===== src/rtl/ps2_mouse_packet_decoder_macros.svh =====
// Assertion macros shared by the PS/2 mouse packet decoder RTL.
`ifndef PS2_MOUSE_PACKET_DECODER_MACROS_SVH
`define PS2_MOUSE_PACKET_DECODER_MACROS_SVH
`ifndef SYNTHESIS
`define PS2MPD_ASSERT_IMPLY(label, clk, rst_n, ante, cons) \
    label: assert property (@(posedge clk) disable iff (!rst_n) (ante) |-> (cons)) \
        else $error("ps2mpd: implication check failed");
`define PS2MPD_ASSERT_NEVER(label, clk, rst_n, cond) \
    label: assert property (@(posedge clk) disable iff (!rst_n) !(cond)) \
        else $error("ps2mpd: forbidden condition seen");
`else
`define PS2MPD_ASSERT_IMPLY(label, clk, rst_n, ante, cons)
`define PS2MPD_ASSERT_NEVER(label, clk, rst_n, cond)
`endif
`endif


===== src/rtl/ps2mpd_pkg.sv =====
// Shared types and constants for the PS/2 mouse packet decoder.
package ps2mpd_pkg;

    localparam int POS_WIDTH_DEF = 16;
    localparam int CMD_DEPTH     = 2;

    // Status byte layout
    localparam int SYNC_BIT  = 3;
    localparam int XSIGN_BIT = 4;
    localparam int YSIGN_BIT = 5;
    localparam logic [7:0] OVF_MASK = 8'hC0;

    typedef enum logic [1:0] {
        CFG_SCREEN_WIDTH  = 2'd0,
        CFG_SCREEN_HEIGHT = 2'd1,
        CFG_WHEEL_MODE    = 2'd2
    } cfg_index_t;

    typedef enum logic {
        OP_DATA    = 1'b0,
        OP_SET_POS = 1'b1
    } op_t;

    typedef enum logic [2:0] {
        EV_REL_X      = 3'd0,
        EV_REL_Y      = 3'd1,
        EV_WHEEL      = 3'd2,
        EV_BTN_LEFT   = 3'd3,
        EV_BTN_RIGHT  = 3'd4,
        EV_BTN_MIDDLE = 3'd5,
        EV_SYNC       = 3'd6
    } event_kind_t;

    // Classified work item handed from front to back
    typedef struct packed {
        op_t         op;
        logic [8:0]  dx;       // signed, sign from status byte
        logic [9:0]  dy;       // signed, already negated
        logic [7:0]  scroll;   // signed wheel byte, zero when unused
        logic [2:0]  buttons;
        logic [15:0] new_x;
        logic [15:0] new_y;
    } cmd_t;

    // Clamp bounds and recenter strobe for the back end
    typedef struct packed {
        logic        recenter;
        logic [14:0] width;
        logic [14:0] height;
    } bounds_t;

endpackage


===== src/rtl/ps2_mouse_packet_decoder.sv =====
// Top level of the PS/2 mouse packet decoder: config registers, front, queue, back.
//
// Input channel (in_valid/in_ready): op selects a mouse data byte (data_byte)
// or a set-position request (new_x/new_y); bytes may arrive back to back
// while the queue has room. Packets of 3 bytes, or 4 with wheel_mode, become
// one command; overflow packets are dropped early.
// Output channel (out_valid/out_ready): one transfer per event, ending with a
// sync event that has last set. A packet yields 1 to 7 events. The back end's
// event sequencer moves one event per cycle while the receiver is ready, and
// pops the next command only when no event is pending, so it does not start a
// new packet before the last run is done. A completing byte passes through the
// command queue and the pending-event register before out_valid rises.
// A stalled receiver holds the output register; the two-entry command queue
// keeps taking bytes until it fills, then in_ready drops.
// Config port: cfg_wr_en writes cfg_data into register cfg_index at once;
// writing either screen bound recenters the cursor.
// Reset clears the packet index, cursor, button state, queue and registers;
// in_ready is high as soon as reset is released.
`include "ps2_mouse_packet_decoder_macros.svh"
module ps2_mouse_packet_decoder
#(
    parameter int POS_WIDTH = ps2mpd_pkg::POS_WIDTH_DEF
)
(
    input  logic        clk,
    input  logic        rst_n,
    input  logic        cfg_wr_en,
    input  logic [1:0]  cfg_index,
    input  logic [14:0] cfg_data,
    input  logic        in_valid,
    output logic        in_ready,
    input  logic        op,
    input  logic [7:0]  data_byte,
    input  logic [15:0] new_x,
    input  logic [15:0] new_y,
    output logic        out_valid,
    input  logic        out_ready,
    output logic [2:0]  event_kind,
    output logic [9:0]  event_value,
    output logic [15:0] cursor_x,
    output logic [15:0] cursor_y,
    output logic        last
);

    logic [14:0] width_reg, width_next;
    logic [14:0] height_reg, height_next;
    logic        wheel_reg, wheel_next;

    ps2mpd_pkg::bounds_t bounds;
    ps2mpd_pkg::cmd_t    push_cmd;
    ps2mpd_pkg::cmd_t    pop_cmd;
    logic                cmd_push;
    logic                cmd_pop;
    logic                cmd_full;
    logic                cmd_empty;

    // Decode configuration writes
    always_comb
    begin
        width_next  = width_reg;
        height_next = height_reg;
        wheel_next  = wheel_reg;
        if (cfg_wr_en)
        begin
            case (ps2mpd_pkg::cfg_index_t'(cfg_index))
                ps2mpd_pkg::CFG_SCREEN_WIDTH:  width_next  = cfg_data;
                ps2mpd_pkg::CFG_SCREEN_HEIGHT: height_next = cfg_data;
                ps2mpd_pkg::CFG_WHEEL_MODE:    wheel_next  = cfg_data[0];
                default:                       ;
            endcase
        end
        bounds.recenter = cfg_wr_en &&
            (cfg_index == ps2mpd_pkg::CFG_SCREEN_WIDTH ||
             cfg_index == ps2mpd_pkg::CFG_SCREEN_HEIGHT);
        bounds.width    = width_next;
        bounds.height   = height_next;
    end

    always_ff @(posedge clk or negedge rst_n)
    begin
        if (!rst_n)
        begin
            width_reg  <= 15'd0;
            height_reg <= 15'd0;
            wheel_reg  <= 1'b0;
        end
        else
        begin
            width_reg  <= width_next;
            height_reg <= height_next;
            wheel_reg  <= wheel_next;
        end
    end

    ps2mpd_front u_front
    (
        .clk        (clk),
        .rst_n      (rst_n),
        .in_valid   (in_valid),
        .in_ready   (in_ready),
        .op         (op),
        .data_byte  (data_byte),
        .new_x      (new_x),
        .new_y      (new_y),
        .wheel_mode (wheel_reg),
        .cmd_push   (cmd_push),
        .cmd        (push_cmd),
        .cmd_full   (cmd_full)
    );

    ps2mpd_cmd_fifo #(.DEPTH(ps2mpd_pkg::CMD_DEPTH)) u_cmd_fifo
    (
        .clk   (clk),
        .rst_n (rst_n),
        .push  (cmd_push),
        .wdata (push_cmd),
        .full  (cmd_full),
        .pop   (cmd_pop),
        .rdata (pop_cmd),
        .empty (cmd_empty)
    );

    ps2mpd_back #(.POS_WIDTH(POS_WIDTH)) u_back
    (
        .clk         (clk),
        .rst_n       (rst_n),
        .bounds      (bounds),
        .cmd_empty   (cmd_empty),
        .cmd         (pop_cmd),
        .cmd_pop     (cmd_pop),
        .out_valid   (out_valid),
        .out_ready   (out_ready),
        .event_kind  (event_kind),
        .event_value (event_value),
        .cursor_x    (cursor_x),
        .cursor_y    (cursor_y),
        .last        (last)
    );

    // Sync events and only sync events close a run
    `PS2MPD_ASSERT_IMPLY(a_last_on_sync, clk, rst_n, out_valid, last == (event_kind == ps2mpd_pkg::EV_SYNC))
    // Button events carry only press or release
    `PS2MPD_ASSERT_IMPLY(a_button_value, clk, rst_n, out_valid && (event_kind == ps2mpd_pkg::EV_BTN_LEFT || event_kind == ps2mpd_pkg::EV_BTN_RIGHT || event_kind == ps2mpd_pkg::EV_BTN_MIDDLE), event_value[9:1] == 9'd0)
    // Relative X events are never empty
    `PS2MPD_ASSERT_NEVER(a_rel_x_nonzero, clk, rst_n, out_valid && event_kind == ps2mpd_pkg::EV_REL_X && event_value == 10'd0)
    // Clamped cursor stays inside the screen
    `PS2MPD_ASSERT_IMPLY(a_cursor_in_bounds, clk, rst_n, out_valid && width_reg != 15'd0 && height_reg != 15'd0, !cursor_x[15] && cursor_x[14:0] < width_reg && !cursor_y[15] && cursor_y[14:0] < height_reg)

endmodule


===== src/rtl/ps2mpd_front.sv =====
// Front end: accepts bytes and set-position items, assembles packets into commands.
module ps2mpd_front
(
    input  logic              clk,
    input  logic              rst_n,
    input  logic              in_valid,
    output logic              in_ready,
    input  logic              op,
    input  logic [7:0]        data_byte,
    input  logic [15:0]       new_x,
    input  logic [15:0]       new_y,
    input  logic              wheel_mode,
    output logic              cmd_push,
    output ps2mpd_pkg::cmd_t  cmd,
    input  logic              cmd_full
);

    logic [1:0] byte_index_reg;
    logic [1:0] byte_index_next;
    logic [7:0] pkt_reg [3];

    logic       accept;
    logic       is_data;
    logic       sync_ok;
    logic       completing;
    logic [7:0] status;
    logic [7:0] third;
    logic [9:0] dy_raw;

    // Stall only on a full command queue
    assign in_ready = !cmd_full;
    assign accept   = in_valid && in_ready;
    assign is_data  = (op == ps2mpd_pkg::OP_DATA);

    // Classify the incoming byte
    always_comb
    begin
        sync_ok    = (byte_index_reg != 2'd0) || data_byte[ps2mpd_pkg::SYNC_BIT];
        completing = wheel_mode ? (byte_index_reg == 2'd3) : (byte_index_reg >= 2'd2);
        status     = pkt_reg[0];
        third      = (byte_index_reg == 2'd2) ? data_byte : pkt_reg[2];
        dy_raw     = {status[ps2mpd_pkg::YSIGN_BIT], status[ps2mpd_pkg::YSIGN_BIT], third};

        cmd.op      = ps2mpd_pkg::op_t'(op);
        cmd.dx      = {status[ps2mpd_pkg::XSIGN_BIT], pkt_reg[1]};
        cmd.dy      = ~dy_raw + 10'd1;
        cmd.scroll  = (wheel_mode && byte_index_reg == 2'd3) ? data_byte : 8'd0;
        cmd.buttons = status[2:0];
        cmd.new_x   = new_x;
        cmd.new_y   = new_y;

        // Drop overflow packets here; they leave no trace downstream
        cmd_push = accept && (!is_data ||
                   (sync_ok && completing && ((status & ps2mpd_pkg::OVF_MASK) == 8'd0)));

        byte_index_next = byte_index_reg;
        if (accept && is_data && sync_ok)
        begin
            byte_index_next = completing ? 2'd0 : byte_index_reg + 2'd1;
        end
    end

    // Hold the packet index
    always_ff @(posedge clk or negedge rst_n)
    begin
        if (!rst_n)
        begin
            byte_index_reg <= 2'd0;
        end
        else
        begin
            byte_index_reg <= byte_index_next;
        end
    end

    // Store non-completing packet bytes
    always_ff @(posedge clk)
    begin
        if (accept && is_data && sync_ok && !completing)
        begin
            pkt_reg[byte_index_reg] <= data_byte;
        end
    end

endmodule


===== src/rtl/ps2mpd_cmd_fifo.sv =====
// Short command queue between the front and back ends.
module ps2mpd_cmd_fifo
#(
    parameter int DEPTH = ps2mpd_pkg::CMD_DEPTH
)
(
    input  logic              clk,
    input  logic              rst_n,
    input  logic              push,
    input  ps2mpd_pkg::cmd_t  wdata,
    output logic              full,
    input  logic              pop,
    output ps2mpd_pkg::cmd_t  rdata,
    output logic              empty
);

    localparam int PTR_W = (DEPTH > 1) ? $clog2(DEPTH) : 1;
    localparam int CNT_W = $clog2(DEPTH + 1);
    localparam logic [PTR_W-1:0] LAST_PTR = PTR_W'(DEPTH - 1);
    localparam logic [CNT_W-1:0] FULL_CNT = CNT_W'(DEPTH);

    ps2mpd_pkg::cmd_t mem [DEPTH];

    logic [PTR_W-1:0] wr_ptr_reg;
    logic [PTR_W-1:0] rd_ptr_reg;
    logic [CNT_W-1:0] count_reg;
    logic             do_push;
    logic             do_pop;

    assign full    = (count_reg == FULL_CNT);
    assign empty   = (count_reg == '0);
    assign do_push = push && !full;
    assign do_pop  = pop && !empty;
    assign rdata   = mem[rd_ptr_reg];

    // Advance pointers and count
    always_ff @(posedge clk or negedge rst_n)
    begin
        if (!rst_n)
        begin
            wr_ptr_reg <= '0;
            rd_ptr_reg <= '0;
            count_reg  <= '0;
        end
        else
        begin
            if (do_push)
            begin
                wr_ptr_reg <= (wr_ptr_reg == LAST_PTR) ? '0 : wr_ptr_reg + 1'b1;
            end
            if (do_pop)
            begin
                rd_ptr_reg <= (rd_ptr_reg == LAST_PTR) ? '0 : rd_ptr_reg + 1'b1;
            end
            if (do_push && !do_pop)
            begin
                count_reg <= count_reg + 1'b1;
            end
            else if (do_pop && !do_push)
            begin
                count_reg <= count_reg - 1'b1;
            end
        end
    end

    // Write the entry
    always_ff @(posedge clk)
    begin
        if (do_push)
        begin
            mem[wr_ptr_reg] <= wdata;
        end
    end

endmodule


===== src/rtl/ps2mpd_back.sv =====
// Back end: updates cursor position and emits the event run for each packet.
module ps2mpd_back
#(
    parameter int POS_WIDTH = ps2mpd_pkg::POS_WIDTH_DEF
)
(
    input  logic                 clk,
    input  logic                 rst_n,
    input  ps2mpd_pkg::bounds_t  bounds,
    input  logic                 cmd_empty,
    input  ps2mpd_pkg::cmd_t     cmd,
    output logic                 cmd_pop,
    output logic                 out_valid,
    input  logic                 out_ready,
    output logic [2:0]           event_kind,
    output logic [9:0]           event_value,
    output logic [15:0]          cursor_x,
    output logic [15:0]          cursor_y,
    output logic                 last
);

    localparam int EXT_W = (POS_WIDTH > 16) ? POS_WIDTH : 16;
    localparam int SUM_W = EXT_W + 1;
    localparam logic signed [SUM_W-1:0] POS_MAX =
        $signed({{(SUM_W - POS_WIDTH + 1){1'b0}}, {(POS_WIDTH - 1){1'b1}}});
    localparam logic signed [SUM_W-1:0] POS_MIN = ~POS_MAX;

    logic signed [POS_WIDTH-1:0] pos_x_reg, pos_x_next;
    logic signed [POS_WIDTH-1:0] pos_y_reg, pos_y_next;
    logic [2:0]  prev_buttons_reg, prev_buttons_next;
    logic [6:0]  pend_reg, pend_next;
    logic [8:0]  dx_reg, dx_next;
    logic [9:0]  dy_reg, dy_next;
    logic [7:0]  scroll_reg, scroll_next;
    logic [2:0]  buttons_reg, buttons_next;
    logic        out_valid_reg, out_valid_next;
    logic [2:0]  event_kind_reg, event_kind_next;
    logic [9:0]  event_value_reg, event_value_next;
    logic [15:0] cursor_x_reg, cursor_x_next;
    logic [15:0] cursor_y_reg, cursor_y_next;
    logic        last_reg, last_next;

    logic                    clamp_en;
    logic signed [SUM_W-1:0] raw_x;
    logic signed [SUM_W-1:0] raw_y;
    logic signed [EXT_W-1:0] ext_x;
    logic signed [EXT_W-1:0] ext_y;
    logic [2:0]              changed;
    logic [2:0]              sel;
    logic                    load;

    // Clamp to [0, bound-1] when enabled, then saturate to the position range
    function automatic logic signed [SUM_W-1:0] clamp_axis(
        input logic signed [SUM_W-1:0] v,
        input logic [14:0]             bound,
        input logic                    en
    );
        logic signed [SUM_W-1:0] r;
        logic signed [SUM_W-1:0] b_s;
        b_s = $signed({{(SUM_W - 15){1'b0}}, bound});
        r   = v;
        if (en)
        begin
            if (r < 0)
            begin
                r = '0;
            end
            if (r >= b_s)
            begin
                r = b_s - 1'b1;
            end
        end
        if (r > POS_MAX)
        begin
            r = POS_MAX;
        end
        else if (r < POS_MIN)
        begin
            r = POS_MIN;
        end
        return r;
    endfunction

    assign clamp_en = (bounds.width != 15'd0) && (bounds.height != 15'd0);
    assign cmd_pop  = !cmd_empty && (pend_reg == 7'd0);
    assign load     = !out_valid_reg || out_ready;
    assign changed  = cmd.buttons ^ prev_buttons_reg;
    assign ext_x    = EXT_W'(pos_x_reg);
    assign ext_y    = EXT_W'(pos_y_reg);

    // Position update and event scheduling
    always_comb
    begin
        pos_x_next        = pos_x_reg;
        pos_y_next        = pos_y_reg;
        prev_buttons_next = prev_buttons_reg;
        pend_next         = pend_reg;
        dx_next           = dx_reg;
        dy_next           = dy_reg;
        scroll_next       = scroll_reg;
        buttons_next      = buttons_reg;
        out_valid_next    = out_valid_reg;
        event_kind_next   = event_kind_reg;
        event_value_next  = event_value_reg;
        cursor_x_next     = cursor_x_reg;
        cursor_y_next     = cursor_y_reg;
        last_next         = last_reg;
        sel               = 3'd0;

        if (cmd.op == ps2mpd_pkg::OP_SET_POS)
        begin
            raw_x = SUM_W'($signed(cmd.new_x));
            raw_y = SUM_W'($signed(cmd.new_y));
        end
        else
        begin
            raw_x = SUM_W'(pos_x_reg) + SUM_W'($signed(cmd.dx));
            raw_y = SUM_W'(pos_y_reg) + SUM_W'($signed(cmd.dy));
        end

        // Recenter on bound writes, else take a command when the run is done
        if (bounds.recenter)
        begin
            pos_x_next = POS_WIDTH'(clamp_axis($signed({{(SUM_W - 14){1'b0}},
                                    bounds.width[14:1]}), bounds.width, 1'b0));
            pos_y_next = POS_WIDTH'(clamp_axis($signed({{(SUM_W - 14){1'b0}},
                                    bounds.height[14:1]}), bounds.height, 1'b0));
        end
        else if (cmd_pop)
        begin
            pos_x_next = POS_WIDTH'(clamp_axis(raw_x, bounds.width, clamp_en));
            pos_y_next = POS_WIDTH'(clamp_axis(raw_y, bounds.height, clamp_en));
            if (cmd.op == ps2mpd_pkg::OP_DATA)
            begin
                prev_buttons_next = cmd.buttons;
                dx_next           = cmd.dx;
                dy_next           = cmd.dy;
                scroll_next       = cmd.scroll;
                buttons_next      = cmd.buttons;
                pend_next = {1'b1, changed, (cmd.scroll != 8'd0),
                             (cmd.dy != 10'd0), (cmd.dx != 9'd0)};
            end
        end

        // Pick the lowest pending event
        for (int i = 6; i >= 0; i--)
        begin
            if (pend_reg[i])
            begin
                sel = 3'(i);
            end
        end

        // Move one event into the output register
        if (load)
        begin
            out_valid_next = (pend_reg != 7'd0);
            if (pend_reg != 7'd0)
            begin
                pend_next[sel]  = 1'b0;
                event_kind_next = sel;
                cursor_x_next   = ext_x[15:0];
                cursor_y_next   = ext_y[15:0];
                last_next       = (sel == ps2mpd_pkg::EV_SYNC);
                case (ps2mpd_pkg::event_kind_t'(sel))
                    ps2mpd_pkg::EV_REL_X:      event_value_next = {dx_reg[8], dx_reg};
                    ps2mpd_pkg::EV_REL_Y:      event_value_next = dy_reg;
                    ps2mpd_pkg::EV_WHEEL:      event_value_next = {{2{scroll_reg[7]}}, scroll_reg};
                    ps2mpd_pkg::EV_BTN_LEFT:   event_value_next = {9'd0, buttons_reg[0]};
                    ps2mpd_pkg::EV_BTN_RIGHT:  event_value_next = {9'd0, buttons_reg[1]};
                    ps2mpd_pkg::EV_BTN_MIDDLE: event_value_next = {9'd0, buttons_reg[2]};
                    default:                   event_value_next = 10'd0;
                endcase
            end
        end
    end

    // Hold control state
    always_ff @(posedge clk or negedge rst_n)
    begin
        if (!rst_n)
        begin
            pos_x_reg        <= '0;
            pos_y_reg        <= '0;
            prev_buttons_reg <= 3'd0;
            pend_reg         <= 7'd0;
            out_valid_reg    <= 1'b0;
        end
        else
        begin
            pos_x_reg        <= pos_x_next;
            pos_y_reg        <= pos_y_next;
            prev_buttons_reg <= prev_buttons_next;
            pend_reg         <= pend_next;
            out_valid_reg    <= out_valid_next;
        end
    end

    // Hold payload
    always_ff @(posedge clk)
    begin
        dx_reg          <= dx_next;
        dy_reg          <= dy_next;
        scroll_reg      <= scroll_next;
        buttons_reg     <= buttons_next;
        event_kind_reg  <= event_kind_next;
        event_value_reg <= event_value_next;
        cursor_x_reg    <= cursor_x_next;
        cursor_y_reg    <= cursor_y_next;
        last_reg        <= last_next;
    end

    assign out_valid   = out_valid_reg;
    assign event_kind  = event_kind_reg;
    assign event_value = event_value_reg;
    assign cursor_x    = cursor_x_reg;
    assign cursor_y    = cursor_y_reg;
    assign last        = last_reg;

endmodule


===== config.mk =====
export PLATFORM = sky130hd
export DESIGN_NAME = ps2_mouse_packet_decoder
export DESIGN_NICKNAME = d
export VERILOG_FILES = /design/src/rtl/ps2mpd_pkg.sv /design/src/rtl/ps2_mouse_packet_decoder.sv /design/src/rtl/ps2mpd_front.sv /design/src/rtl/ps2mpd_cmd_fifo.sv /design/src/rtl/ps2mpd_back.sv
export VERILOG_INCLUDE_DIRS = /design/src /design/src/rtl
export SDC_FILE = /design/constraint.sdc
export NUM_CORES = 1
export LEC_CHECK = 0
export ABC_AREA = 1
export ABC_CLOCK_PERIOD_IN_PS = 6120
export BUFFER_PORTS_ARGS = -buffer_cell sky130_fd_sc_hd__buf_2
export CORE_MARGIN = 5
export CORE_UTILIZATION = 30
export DETAILED_ROUTE_END_ITERATION = 7
export GPL_TIMING_DRIVEN = 0
export PLACE_DENSITY = 0.56
export SLEW_MARGIN = 20
export SYNTH_ARGS = -nofsm -noshare
export SYNTH_HDL_FRONTEND = slang
export SYNTH_SLANG_ARGS = --single-unit

===== constraint.sdc =====
create_clock -name clk -period 6.12 [get_ports clk]
set_input_delay 1.836 -clock clk [delete_from_list [all_inputs] [get_ports clk]]
set_output_delay 1.836 -clock clk [all_outputs]
set_load 0.005 [all_outputs]

---- Word level (Yosys, flattened, before mapping) ----
Memories as Yosys holds them, arrays and structs flattened.
Index checks and enable logic that the tools add are counted.
storage, ports and cells
  register bits ........................... 156
  RAM bits ................................ 150
  input bits .............................. 63
  output and inout bits ................... 48
  word-level logic and storage cells ...... 162
  memories kept ........................... 2
operators by class
  add/sub/neg operators ................... 10
  magnitude comparators ................... 11
  equality and inequality tests ........... 11
  muxes and demuxes ....................... 57
  bitwise operators ....................... 7
  reduce and logical (&&, ||, !) cells .... 43
memories
  name             words  bits a word  read ports  clocked after memory_dff  wr ports  RTL line               source
  u_cmd_fifo.mem   2      63           1           0                         1         ps2mpd_cmd_fifo.sv:22  ps2mpd_pkg::cmd_t mem [DEPTH];
  u_front.pkt_reg  3      8            3           0                         1         ps2mpd_front.sv:20     logic [7:0] pkt_reg [3];
operator list
  cell                                                           number
  two-way mux 17 bit                                             18
  two-way mux 16 bit                                             8
  two-way mux 15 bit                                             4
  one-hot mux 10 bit (6 select lines)                            1
  two-way mux 7 bit                                              5
  >= comparator 17 x 16 -> 1 bit                                 2
  > comparator 17 x 16 -> 1 bit (second input constant)          2
  less-than comparator 17 x 1 -> 1 bit (second input constant)   2
  less-than comparator 17 x 16 -> 1 bit (second input constant)  2
  subtractor 15 x 1 -> 16 bit (second input constant)            2
  nonzero test 15 bit                                            2
  two-way mux 3 bit                                              7
  adder 16 x 10 -> 17 bit                                        1
  adder 16 x 9 -> 17 bit                                         1
  logical AND 1 bit                                              16
  two-way mux 8 bit                                              2
  adder 10 x 1 -> 10 bit (second input constant)                 1
  inverter 10 bit                                                1
  nonzero test 10 bit                                            1
  == test 3 bit (second input constant)                          3
  nonzero test 9 bit                                             1
  == test 2 bit (second input constant)                          4
  logical NOT 8 bit                                              1
  two-way mux 1 bit                                              8
  other kinds (25)                                               44

---- Longest topological paths before layout ----
  depth in word-level cells ............... 18
  depth in mapped cells ................... 41
  mapped depth without buffers ............ 36

---- Modules after synthesis ----
Synthesis repeated with hierarchy kept, for this count alone.
unflattened totals
  cell total of the unflattened synthesis .. 2,027
  area, all modules ....................... 17,244.0 µm²
by module, submodules not included
  module                    instances  cells each  area each (µm²)  sequential area each (µm²)
  ps2mpd_back               1          1,348       9,491.6          3,358.2
  ps2mpd_cmd_fifo           1          360         4,832.1          3,883.7
  ps2mpd_front              1          176         1,554.0          740.7
  ps2_mouse_packet_decoder  1          143         1,366.3          775.7

---- Least setup slack after synthesis ----
Ideal clock, no wire load.
  path type ............................... input -> register
  from .................................... input port data_byte[3]
  to ...................................... memory u_cmd_fifo.mem[1][0] (netlist name), enable pin
  setup time .............................. 0.485 ns
  arrival ................................. 4.989 ns
  data required time ...................... 5.635 ns
  setup slack ............................. 0.645 ns
  cell stages on the path ................. 6
  buffers on the path ..................... 0
  cells stage by stage .................... nor2_1 > nor3_1 > nand2_1 > a21oi_1 > inv_1 > nor2_1
between the ends
  cells in the longest elaborated chain, start to end .. 8
RTL lines
  element                                  RTL line                        source
  from (decl)                              ps2_mouse_packet_decoder.sv:33  input logic [7:0] data_byte,
  logical OR 1 bit                         ps2mpd_front.sv:38              sync_ok = (byte_index_reg != 2'd0) || data_byte[ps2mpd_pkg::SYNC_BIT];
  logical AND 1 bit (2 in series)          ps2mpd_front.sv:54              (sync_ok && completing && ((status & ps2mpd_pkg::OVF_MASK) == 8'd0)));
  logical OR 1 bit                         ps2mpd_front.sv:53              cmd_push = accept && (!is_data ||
  logical AND 1 bit                        ps2mpd_front.sv:53
  logical AND 1 bit                        ps2mpd_cmd_fifo.sv:32           assign do_push = push && !full;
  via u_cmd_fifo.do_push                   ps2mpd_cmd_fifo.sv:27           logic do_push;
  two-way mux 1 bit                        ps2mpd_cmd_fifo.sv:69           if (do_push)
  two-way mux 1 bit (not written as such)  ps2mpd_cmd_fifo.sv:71           mem[wr_ptr_reg] <= wdata;
  to (decl)                                ps2mpd_cmd_fifo.sv:22
The timed path passes the listed nets, and every way through them passes these cells.

==> metrics.csv <==
stage,metric,value,unit
run_status,status,completed,
sta,totalNegativeSetupSlack,0,ns
worst_setup_path,crit_start,u_cmd_fifo.rd_ptr_reg,
synthesis,synth_most_common_cell,nand2_1,
sta,clock_skew,0.0257,ns
cts,cts_buffer_depth,3,
route,antenna_left,0,
power_and_ir_drop,p_per_area,588,nW/um2
worst_setup_path,timing.rr.start,u_cmd_fifo.rd_ptr_reg,
worst_setup_path,reg2regPathDepth,37,
grt,track_usage,16.2,%
route,firstDrtPassIters,5,
run,maxCapViolations,0,
cts,htreeDepth,2,
worst_setup_path,cp_common_cell,nand2_1,
place,globalplace.congestion,0.898,
worst_setup_path,critical_path_required,6.56,ns
grt,grt_pass1_vias,12500,
power_and_ir_drop,fin_total_pwr,11.3,mW
floorplanning,ios,111,
layout,largest_reg_flops,126,
cts,cts.sinks,305,
synthesis,yosys_warnings,0,
synthesis,async_reset_ff_share,26.2,%
sta,finalSetupViolCount,0,
synthesis,yosysTopAreaCell,edfxtp_1,
place,io_buffers,110,
worst_setup_path,critPathArrivalTime,6.05,ns
layout,final_nets,2074,
synthesis,synth_area_per_cell,9.15,um2
worst_setup_path,max_stage_delay,0.41,ns
worst_setup_path,path_depth,37,
grt,overflow,0,
worst_setup_path,start_kind,flip-flop,
synthesis,synth_edf_count,225,
sta,period_minus_slack,5.62,ns
worst_setup_path,critPathSlowestCell,fa_1,
worst_setup_path,worst-setup-path-type,reg -> reg,
cts,cts-buffers-inserted,35,
route,wl,48.9,mm
floorplanning,die_y,244,um
grt,antenna_found_initial,3,
layout,drive_gt1_share,15.1,%
synthesis,synth-seq-cells,305,
sta,clock.fmax,178,MHz
floorplanning,die_area,59300,um2
cts,cts_tree,yes,
synthesis,synth_area_leaders,"edfxtp_1 (41%), nand2_1 (13%), dfrtp_1 (12%)",
synthesis,ys_types,67,
power_and_ir_drop,ir_worst_vdd,0.238,mV
worst_setup_path,crit-reg2reg-capture,u_back.ext_y[14],
route,routedWlPerCell,18.4,um
sta,hold_viol_final,0,
synthesis,syn_area,16400,um2
power_and_ir_drop,p_leak,8.70,nW
layout,fillers,5435,
cts,clock_latency,0.57,ns
floorplanning,die_w,244,um
route,dr_total_vias,12600,
synthesis,synth_top_cell_area_share,41.3,%
worst_setup_path,path_max_fanout,15,
cts,holdBufCountCts,0,
sta,finalCritPeriodShare,91.8,%
worst_setup_path,crit_buf_inv,9,
layout,syn2layout_area_growth,17.5,%
worst_setup_path,r2r_slack,0.50,ns
sta,fin_ws,0.502,ns
min_path,hold_class,reg -> reg,
worst_setup_path,cp_top_family,simple AND/OR/NAND/NOR gates,
floorplanning,core,53900,um2
cts,cts_setup_buffers,0,
floorplanning,initial_core_util,30.4,%
synthesis,ys_seq_area_share,53.5,%
cts,cts.clk_slew.worst_paths,0.06,ns
sta,worst_pin_slew,0.747,ns
route,drtIter0Drc,870,
place,dpl.hpwl,38.8,mm
worst_setup_path,crit_path_end_kind,flip-flop,
route,drc,0,
synthesis,syn_nets,1923,
floorplanning,rows,85,
grt,grt_pass1_wl,74.9,mm
route,viasPerCell,4.72,
sta,slew_headroom,50.0,%
place,post-place-ws,-0.920,ns
sta,slew_violations,0,
worst_setup_path,crit_end,u_back.ext_y[14],
synthesis,synthTopCellsByCount,"nand2_1 (576), edfxtp_1 (225), inv_1 (189), nand3_1 (121), nor2_1 (104)",
sta,rsz0062_at_grt,no,
synthesis,synth_cells,1788,
cts,root_buffer,clkbuf_16,
sta,whs,0.449,ns
grt,grt_max_degree,51,
synthesis,synth-main-ff-cell,edfxtp_1,
## layer usage
metal | routed length, um | track usage (%) | vias up
met2 | 22100 | 25.8 | 314
met5 | 21 | 0 | -
met4 | 1120 | 4.22 | 4
met3 | 2850 | 3.32 | 71
met1 | 22900 | 22.6 | 5931
li1 | - | - | 6247
## through the flow
| stage | cells | util (%) | instance area [um2] |
|---|---|---|---|
| after floorplan | 1788 | - | 16400 |
| final | 2663 | 35.7 | 19200 |
| after global placement | 2594 | 33.0 | 17800 |
| after detailed placement | 2602 | 33.4 | 18000 |
| after global routing | 2662 | 35.7 | 19200 |
| after CTS | 2663 | 35.6 | 19200 |
## layout by cell type (no fill, tap or decap), types with 16 or more instances in the layout
cell type / Yosys / layout
clkbuf_16: 0 / 35
nand3_1: 121 / 121
buf_2: 10 / 118
inv_1: 189 / 189
ha_1: 70 / 69
nand2_1: 576 / 574
nor3_1: 16 / 16
o21ai_2: 19 / 19
nor2_1: 104 / 101
a21oi_1: 50 / 50
o21ai_0: 63 / 62
clkbuf_1: 23 / 20
edfxtp_1: 225 / 225
dfrtp_1: 80 / 80
o21ai_1: 23 / 24
xor2_1: 40 / 40
## power by group
group,switching [mW],internal [mW],leakage [nW]
combinational,4.00,2.04,5.02
clock,0.870,1.29,0.582
sequential,0.266,2.85,3.09
## area by class of cell
type	instances	area, um2	share of cell area (%)
multi-input combinational	1227	6570	34.2
tap	696	871	4.53
clock buffer	45	953	4.96
antenna	1	2.50	0.0130
clock inverter	19	230	1.20
buffer	52	348	1.81
sequential	305	8760	45.5
timing repair buffer	118	747	3.88
inverter	200	756	3.93
## cell families after synthesis
family	Yosys count	synth area share [%]
adders and majority gates	72	5.60
muxes	2	0.130
xor gates and xnor gates	50	2.68
buffers and inverters	256	6.59
DFF	305	53.5
and+or+nand+nor	889	23.3
AOI/OAI and AO/OA	214	8.24
## worst min-delay path by stage
stage                                      from                    end  slack, ns  cells after the start
after CTS                 u_front.pkt_reg[1][4]  u_cmd_fifo.mem[1][57]       0.45                      0
after floorplan           u_front.pkt_reg[0][0]  u_cmd_fifo.mem[0][32]       0.42                      0
final                     u_front.pkt_reg[1][4]  u_cmd_fifo.mem[1][57]       0.45                      0
after detailed placement  u_front.pkt_reg[1][4]  u_cmd_fifo.mem[0][57]       0.43                      0
after global routing      u_front.pkt_reg[1][1]  u_cmd_fifo.mem[0][54]       0.46                      0
after global placement    u_front.pkt_reg[1][5]  u_cmd_fifo.mem[0][58]       0.43                      0
## timing repair
action                     in CTS  in global routing
pin swaps                       0                  1
gates resized for setup         7                 26
setup endpoints to repair      32                 32
Note: power is estimated with default switching activity, not from simulation.
